==> src/rtl/ppr_pkg.sv <==
package ppr_pkg;

    localparam logic [1:0] CH_MONO = 2'd1;
    localparam logic [1:0] CH_RESET = CH_MONO;

    localparam logic FUNC_ENCODE = 1'b0;
    localparam logic FUNC_DECODE = 1'b1;

    localparam logic [1:0] ORDER_NONE   = 2'd0;
    localparam logic [1:0] ORDER_FIRST  = 2'd1;
    localparam logic [1:0] ORDER_SECOND = 2'd2;
    localparam logic [1:0] ORDER_THIRD  = 2'd3;

    localparam int HIST_DEPTH = 6;

    typedef struct packed {
        logic       func;
        logic [1:0] order;
        logic       block_start;
    } ctrl_t;

endpackage

==> src/rtl/ppr_history.sv <==
module ppr_history #(
    parameter int SAMPLE_BITS = 16
) (
    input  logic                   aclk,
    input  logic                   aresetn,
    input  logic                   shift_en,
    input  logic                   block_start,
    input  logic                   stereo,
    input  logic [SAMPLE_BITS-1:0] sample,
    output logic [SAMPLE_BITS-1:0] a1,
    output logic [SAMPLE_BITS-1:0] a2,
    output logic [SAMPLE_BITS-1:0] a3
);
    import ppr_pkg::*;

    logic [SAMPLE_BITS-1:0] hist_reg  [HIST_DEPTH];
    logic [SAMPLE_BITS-1:0] hist_next [HIST_DEPTH];
    logic [SAMPLE_BITS-1:0] view      [HIST_DEPTH];

    always_comb begin
        for (int i = 0; i < HIST_DEPTH; i++) begin
            view[i] = block_start ? '0 : hist_reg[i];
        end
        hist_next[0] = sample;
        for (int i = 1; i < HIST_DEPTH; i++) begin
            hist_next[i] = view[i-1];
        end
    end

    assign a1 = stereo ? view[1] : view[0];
    assign a2 = stereo ? view[3] : view[1];
    assign a3 = stereo ? view[5] : view[2];

    always_ff @(posedge aclk) begin
        if (!aresetn) begin
            for (int i = 0; i < HIST_DEPTH; i++) begin
                hist_reg[i] <= '0;
            end
        end else if (shift_en) begin
            for (int i = 0; i < HIST_DEPTH; i++) begin
                hist_reg[i] <= hist_next[i];
            end
        end
    end

endmodule

==> src/rtl/ppr_datapath.sv <==
module ppr_datapath #(
    parameter int SAMPLE_BITS = 16
) (
    input  ppr_pkg::ctrl_t         ctrl,
    input  logic [SAMPLE_BITS-1:0] value,
    input  logic [SAMPLE_BITS-1:0] a1,
    input  logic [SAMPLE_BITS-1:0] a2,
    input  logic [SAMPLE_BITS-1:0] a3,
    output logic [SAMPLE_BITS-1:0] result,
    output logic [SAMPLE_BITS-1:0] sample
);
    import ppr_pkg::*;

    logic [SAMPLE_BITS-1:0] pred;

    always_comb begin
        unique case (ctrl.order)
            ORDER_FIRST:  pred = a1;
            ORDER_SECOND: pred = (a1 << 1) - a2;
            ORDER_THIRD:  pred = (a1 << 1) + a1 - (a2 << 1) - a2 + a3;
            default:      pred = '0;
        endcase
    end

    always_comb begin
        if (ctrl.func == FUNC_DECODE) begin
            result = value + pred;
            sample = result;
        end else begin
            result = value - pred;
            sample = value;
        end
    end

endmodule

==> src/rtl/polynomial_predictor_residual_codec.sv <==
// Channel  Direction  Handshake          Word
// s_       in         s_valid/s_ready    func, value, order, block_start
// m_       out        m_valid/m_ready    result
// cfg_     in         cfg_we             channels
//
// One word per cycle unless m_ stalls; m_valid rises as the result register loads.
// The word register feeds predictor and history in one pass into the result register.
// aresetn (synchronous) clears history, valid flags and sets channels to mono.
// A stalled m_ side holds the result; one more word waits in the input register.
module polynomial_predictor_residual_codec #(
    parameter int SAMPLE_BITS = 16
) (
    input  logic                          aclk,
    input  logic                          aresetn,
    input  logic                          cfg_we,
    input  logic [1:0]                    cfg_wdata,
    input  logic                          s_valid,
    output logic                          s_ready,
    input  logic                          s_func,
    input  logic signed [SAMPLE_BITS-1:0] s_value,
    input  logic [1:0]                    s_order,
    input  logic                          s_block_start,
    output logic                          m_valid,
    input  logic                          m_ready,
    output logic signed [SAMPLE_BITS-1:0] m_result
);
    import ppr_pkg::*;

    logic [1:0]             channels_reg;
    logic                   in_valid_reg;
    ctrl_t                  in_ctrl_reg;
    logic [SAMPLE_BITS-1:0] in_value_reg;
    logic                   out_valid_reg;
    logic [SAMPLE_BITS-1:0] out_result_reg;

    logic                   out_load;
    logic                   in_load;
    logic [SAMPLE_BITS-1:0] a1;
    logic [SAMPLE_BITS-1:0] a2;
    logic [SAMPLE_BITS-1:0] a3;
    logic [SAMPLE_BITS-1:0] result_next;
    logic [SAMPLE_BITS-1:0] sample;

    assign out_load = in_valid_reg && (!out_valid_reg || m_ready);
    assign s_ready  = !in_valid_reg || out_load;
    assign in_load  = s_valid && s_ready;

    ppr_history #(.SAMPLE_BITS(SAMPLE_BITS)) u_history (
        .aclk        (aclk),
        .aresetn     (aresetn),
        .shift_en    (out_load),
        .block_start (in_ctrl_reg.block_start),
        .stereo      (channels_reg != CH_MONO),
        .sample      (sample),
        .a1          (a1),
        .a2          (a2),
        .a3          (a3)
    );

    ppr_datapath #(.SAMPLE_BITS(SAMPLE_BITS)) u_datapath (
        .ctrl   (in_ctrl_reg),
        .value  (in_value_reg),
        .a1     (a1),
        .a2     (a2),
        .a3     (a3),
        .result (result_next),
        .sample (sample)
    );

    always_ff @(posedge aclk) begin
        if (!aresetn) begin
            channels_reg  <= CH_RESET;
            in_valid_reg  <= 1'b0;
            out_valid_reg <= 1'b0;
        end else begin
            if (cfg_we) begin
                channels_reg <= cfg_wdata;
            end
            if (in_load) begin
                in_valid_reg <= 1'b1;
            end else if (out_load) begin
                in_valid_reg <= 1'b0;
            end
            if (out_load) begin
                out_valid_reg <= 1'b1;
            end else if (m_ready) begin
                out_valid_reg <= 1'b0;
            end
        end
    end

    always_ff @(posedge aclk) begin
        if (in_load) begin
            in_ctrl_reg.func        <= s_func;
            in_ctrl_reg.order       <= s_order;
            in_ctrl_reg.block_start <= s_block_start;
            in_value_reg            <= s_value;
        end
        if (out_load) begin
            out_result_reg <= result_next;
        end
    end

    assign m_valid  = out_valid_reg;
    assign m_result = out_result_reg;

endmodule

==> config.mk <==
export PLATFORM = sky130hd
export DESIGN_NAME = polynomial_predictor_residual_codec
export DESIGN_NICKNAME = d
export VERILOG_FILES = /design/src/rtl/ppr_pkg.sv /design/src/rtl/ppr_history.sv /design/src/rtl/ppr_datapath.sv /design/src/rtl/polynomial_predictor_residual_codec.sv
export SDC_FILE = /design/constraint.sdc
export NUM_CORES = 1
export LEC_CHECK = 0
export BUFFER_PORTS_ARGS = -buffer_cell sky130_fd_sc_hd__clkbuf_2
export CORE_MARGIN = 3
export CORE_UTILIZATION = 30
export CTS_BUF_LIST = sky130_fd_sc_hd__clkbuf_4
export CTS_CLUSTER_SIZE = 12
export DETAILED_ROUTE_END_ITERATION = 10
export PLACE_DENSITY = 0.53
export SETUP_SLACK_MARGIN = 0.1
export SYNTH_ARGS = -nofsm -noshare
export SYNTH_HDL_FRONTEND = slang
export SYNTH_SLANG_ARGS = --single-unit
==> constraint.sdc <==
create_clock -name aclk -period 17.1 [get_ports aclk]
set_input_delay 1.71 -clock aclk [delete_from_list [all_inputs] [get_ports aclk]]
set_output_delay 1.71 -clock aclk [all_outputs]
set_load 0.1 [all_outputs]
Word level (Yosys, flattened, before mapping):

Memories as Yosys holds them, arrays and structs flattened.
Cells that the tools add are included.

* word-level logic and storage cells: 60
* bits in registers: 40
* memories kept: 1
* output and inout port bits: 18
* bits in writable memories: 96
* input bits: 27

* reductions and logical operators: 8
* bitwise operators: 6
* add/subtract/negate cells: 7
* mux-type cells: 26
* eq/ne operators: 4

Memory list
* u_history.hist_reg: words 6, width 16, read ports 6, clocked after memory_dff 0, wr ports 6, line ppr_history.sv:16 `logic [SAMPLE_BITS-1:0] hist_reg [HIST_DEPTH];`

Operator list (count)
* $mux 16: 17
* $sub 16x16->16: 4
* $add 16x16->16: 3
* $pmux 16 s3: 1
* $mux 1: 8
* $or 1x1->1: 6
* $eq 2x2->1 const B: 2
* $reduce_bool 2->1: 2
* $eq 2x1->1 const B: 1
* $logic_and 1x1->1: 2
* $logic_not 1->1: 2
* $logic_or 1x1->1: 2
* $ne 2x1->1 const B: 1

Depth between registers and ports, before layout:

* depth after elaboration: 10
* mapped depth: 36
* gate-level depth less buffers: 31

Hierarchy:

A second synthesis with hierarchy kept.

* cells, all modules: 982
* area total of the unflattened synthesis: 10186.0 µm²

Modules (own cells, without submodules)
* ppr_datapath: area each 4581.9 µm², seq. area each 0.0 µm², cells an instance 618, times used 1
* ppr_history: area each 4342.9 µm², seq. area each 2882.8 µm², cells an instance 312, times used 1
* polynomial_predictor_residual_codec: area each 1261.2 µm², seq. area each 1161.1 µm², cells an instance 52, times used 1

Worst setup path before layout:

OpenSTA, ideal clock, no wires.

* path kind: reg-to-reg
* start point: reg channels_reg[1]
* end point: mem u_history.hist_reg[0][15], data pin
* buffers on the path: 6
* arrival: 7.166 ns
* path slack: 9.788 ns
* clock period less this slack: 7.312 ns
* required time: 16.954 ns
* library setup time: 0.146 ns
* cell stages (with the launch flop): 33
* cells stage by stage: dfxtp_1 > nand2b_2 > buf_6 > buf_2 > buf_1 > clkbuf_1 > buf_1 > nand2_1 > a21oi_1 > ha_1 > fa_1 > inv_1 > fa_1 > inv_1 > ha_1 > and2_1 > a22o_1 > a211oi_1 > xor2_1 > nor2_1 > a21oi_1 > o22a_1 > ha_1 > clkbuf_1 > inv_1 > o31ai_1 > a31oi_1 > a221o_1 > a221oi_1 > o21ai_0 > and4_4 > or3_1 > a21oi_1

RTL lines
* start: declaration: line polynomial_predictor_residual_codec.sv:29 `logic [1:0] channels_reg;`
* start signal: assignment: line polynomial_predictor_residual_codec.sv:77 `channels_reg <= cfg_wdata;`
* end: declaration: line ppr_history.sv:16

==> out/results.env <==
RUN_STATUS='complete, no violations'
CTS.SINK_COUNT=136
ENDPOINT_REQUIRED_TIME_ON_THE_CRITICAL_PATH_NS=17.51
CTS.REPAIR_TIMING.SETUP_BUFFER_COUNT=0
COMMONEST_CELLS_IN_THE_NETLIST='132 x sky130_fd_sc_hd__edfxtp_1, 118 x sky130_fd_sc_hd__inv_1, 114 x sky130_fd_sc_hd__nand2_1'
IRDROPWORSTVDD_mV=0.109
WORST_EP_ARRIVAL_TIME_NS=8.14
GRT_SETUP_UNREPAIRED='false'
DETAIL_ROUTE.VIAS_PER_CELL=4.70
CLOCK_NETWORK_LATENCY_TO_THE_LATER_PIN_OF_THE_WORST_SKEW_PAIR_NS=0.59
FLOORPLAN.DIE.WIDTH_UM=191
CTS_BUFFER_DEPTH=2
DRC=0
SYN-NUM-NETS=1165
DETAIL_ROUTE.FIRST_PASS.ITERATIONS=5
CTS_HOLD_REPAIR.BUFFERS=0
COUNT_OF_FLIP_FLOPS_WITH_A_BUILT_IN_ENABLE_AFTER_SYNTHESIS=132
R2R_SLACK_NS=9.37
WL_PER_CELL_UM=14.9
GRT_REMAINING_OVERFLOW=0
SYNTHMOSTINSTANTIATEDCELL='sky130_fd_sc_hd__edfxtp_1'
P_CLK_FRAC=0.188
CLOCK_TREE.HTREE_LEVEL_COUNT=4
FINAL_ANTENNA_NET_COUNT=0
CRITICAL_PATH.SLOWEST_CELL='sky130_fd_sc_hd__a2111oi_1'
FINISH.INSTANCE_AREA_UM2=11200
DESIGN.DIE.AREA_UM2=36300
PORT_BUFFERS=44
SYNTH.YOSYS.SEQ_AREA_SHARE=0.396
GRT_START_MAX_NET_PINS=81
FMAX_MHz=129
MAX_CAP_VIOL_COUNT=0
TIMING.HOLD.WS_NS=0.534
GLOBAL_ROUTE_WIRE_LENGTH_BEFORE_REPAIR_UM=37600
P_SW_uW=615
CRITPATHMAXSTAGEDELAY_NS=0.62
FINAL_NET_COUNT=1192
CTS-BUFFERS-INSERTED=17
FIRST_ITER_VIOLATIONS=348
BOUNDARYPINS=45
STARTING_UTILIZATION_OF_THE_CORE_AREA=0.309
CORE_AREA_UM2=33000
HOLD_VIOLATIONS=0
SYNTH_SEQ_CELLS=136
AVERAGE_CELL_AREA_AFTER_SYNTHESIS_UM2=9.87
SWITCHING_SHARE=0.424
FINAL_UTIL=0.340
FP-ROW-COUNT=66
LARGEST_CELLS_BY_AREA_AFTER_SYNTHESIS='sky130_fd_sc_hd__edfxtp_1 39%, sky130_fd_sc_hd__fa_1 7.8%, sky130_fd_sc_hd__ha_1 7.7%'
PATH_MAX_FANOUT=42
PLACE_AREA_UM2=10900
YOSYS.AREA.TOP_TYPE_SHARE=0.388
AREAGROWTHSYNTHTOFINISH_PCT=10.0
POST_CTS_RESIZED=0
FINALCRITICALPERIOD_NS=7.73
TIMING.SETUP.CRITICAL_PATH_CLASS='flop to flop'
DRIVE_ABOVE_1_SHARE=0.114
P_PER_AREA_nW_PER_UM2=129
WORST-SLEW-PIN-TRANSITION_NS=1.11
CLOCK_TREE_FROM_TRITONCTS='yes'
P_INT_uW=835
SYNTH.YOSYS.WARNINGS=0
SYNTHARSTFLOPSHARE=0
GLOBAL_ROUTER_S_OVERALL_RESOURCE_USAGE=0.130
CHIPHEIGHT_UM=191
LKG_PWR_uW=0.00477
SEQ_POWER_SHARE=0.292
SYNTHFLOPTYPE='sky130_fd_sc_hd__edfxtp_1'
LARGEST_REG_FLOPS=96
CRITPATHLAUNCHTYPE='flop'
NUM_VIAS=7130
WORST_SETUP_PATH_END_KIND='flop'
NUMBER_OF_GLOBAL_ROUTE_VIAS_BEFORE_REPAIR=7016
TIMING_MAX_TRANSITION_VIOLATIONS_FINAL=0
HOLD_PATH_CLASS='flop to flop'
TIMING.CLOCK.SKEW_NS=0.0247
WORST_SETUP_HOLD_PATH_CLK_SLEW_NS=0.12
SYNTH.CELL_AREA_UM2=10200
POST-SYNTH-TOP-AREA-CELL='sky130_fd_sc_hd__edfxtp_1'
SYNTH_CELL_TYPE_COUNT=73
SYNTHESIS.INSTANCES=1035
GP_CONGESTION=0.834
INITIAL_ANTENNA_VIOLATION_COUNT=1
TIMING.SETUP.TNS_NS=0
RELSLEWSLACK=0.260
PLACE.DETAILED.HPWL_UM=16800
FINALSETUPVIOLATIONS=0
TIMING.FINAL.CRIT_SHARE=0.452
COMBPWRFRAC=0.520
CTS_ROOT_BUFFER='sky130_fd_sc_hd__clkbuf_4'
DRT-TOTAL-WL_UM=22700
-- critical path, delay by kind of cell, from the launching register on --
family / cells / cell delay, ns
XOR/XNOR: 2 / 0.29
buffers and inverters: 3 / 0.53
adder cells (fa/ha/maj): 5 / 1.91
AO/OA/AOI/OAI: 8 / 2.40
multiplexers: 1 / 0.59
AND/OR/NAND/NOR: 8 / 1.35
flip-flops: 1 / 0.48
-- final timing paths --
| check | startpoint | end | cells after the start |
|---|---|---|---|
| max | channels_reg[1] | u_history.hist_reg[0][15] | 27 |
| max reg2reg | channels_reg[1] | u_history.hist_reg[0][15] | 27 |
| min reg2reg | in_valid_reg | m_valid | 1 |
| min | in_valid_reg | m_valid | 1 |
-- layout make-up --
| class | instances | area [um2] |
|---|---|---|
| multi-input cells | 735 | 5550 |
| well taps | 442 | 553 |
| clock inverters | 15 | 236 |
| clock buffers | 17 | 128 |
| flip-flops and latches | 136 | 4040 |
| repair buffers | 51 | 273 |
| diodes | 1 | 2.50 |
| inverters | 121 | 454 |
| fillers | 3438 | 21800 |
-- stage by stage --
| step | worst slack [ns] | total power (uW) | instances |
|---|---|---|---|
| 3_3_place_gp | 9.62 | 1180 | 1485 |
| 3_5_place_dp | 9.36 | 1180 | 1485 |
| 5_1_grt | 8.64 | 1570 | 1518 |
| 4_1_cts | 9.31 | 1460 | 1517 |
| 2_1_floorplan | 9.79 | 1040 | 1035 |
| 6_report | 9.37 | 1450 | 1518 |
-- layout by cell type (no fill, tap or decap), types with 16 or more instances in the layout --
cell type,instances
sky130_fd_sc_hd__ha_1,63
sky130_fd_sc_hd__edfxtp_1,132
sky130_fd_sc_hd__nor2_1,54
sky130_fd_sc_hd__mux2i_1,22
sky130_fd_sc_hd__nand2_1,114
sky130_fd_sc_hd__a21oi_1,57
sky130_fd_sc_hd__clkbuf_2,44
sky130_fd_sc_hd__xnor2_1,48
sky130_fd_sc_hd__xor2_1,16
sky130_fd_sc_hd__a211oi_1,22
sky130_fd_sc_hd__and2_1,85
sky130_fd_sc_hd__clkbuf_4,17
sky130_fd_sc_hd__inv_1,118
sky130_fd_sc_hd__fa_1,40
sky130_fd_sc_hd__o21ai_0,29
-- cells by family after synthesis --
| family | Yosys count | share of synthesized area |
|---|---|---|
| flip-flops | 136 | 0.396 |
| buffers and inverters | 164 | 0.0626 |
| XOR/XNOR | 65 | 0.0571 |
| multiplexers | 22 | 0.0216 |
| adder cells (fa/ha/maj) | 104 | 0.157 |
| AO/OA/AOI/OAI | 205 | 0.137 |
| AND/OR/NAND/NOR | 339 | 0.170 |
-- metal layers --
metal	vias to the layer above	part of all wire	GRT usage
met5	-	0	0
met4	0	0.011	0.0367
met3	14	0.034	0.0184
met2	116	0.44	0.197
met1	3398	0.51	0.194
li1	3602	-	-
-- power by group through the flow --
stage	sequential [uW]	clock, uW	combinational [uW]
floorplan	495	0	543
global placement	431	0	748
detailed placement	430	0	747
CTS	423	282	757
global route	427	296	847
finish	423	273	755
Power figures use the tool's default switching activity.
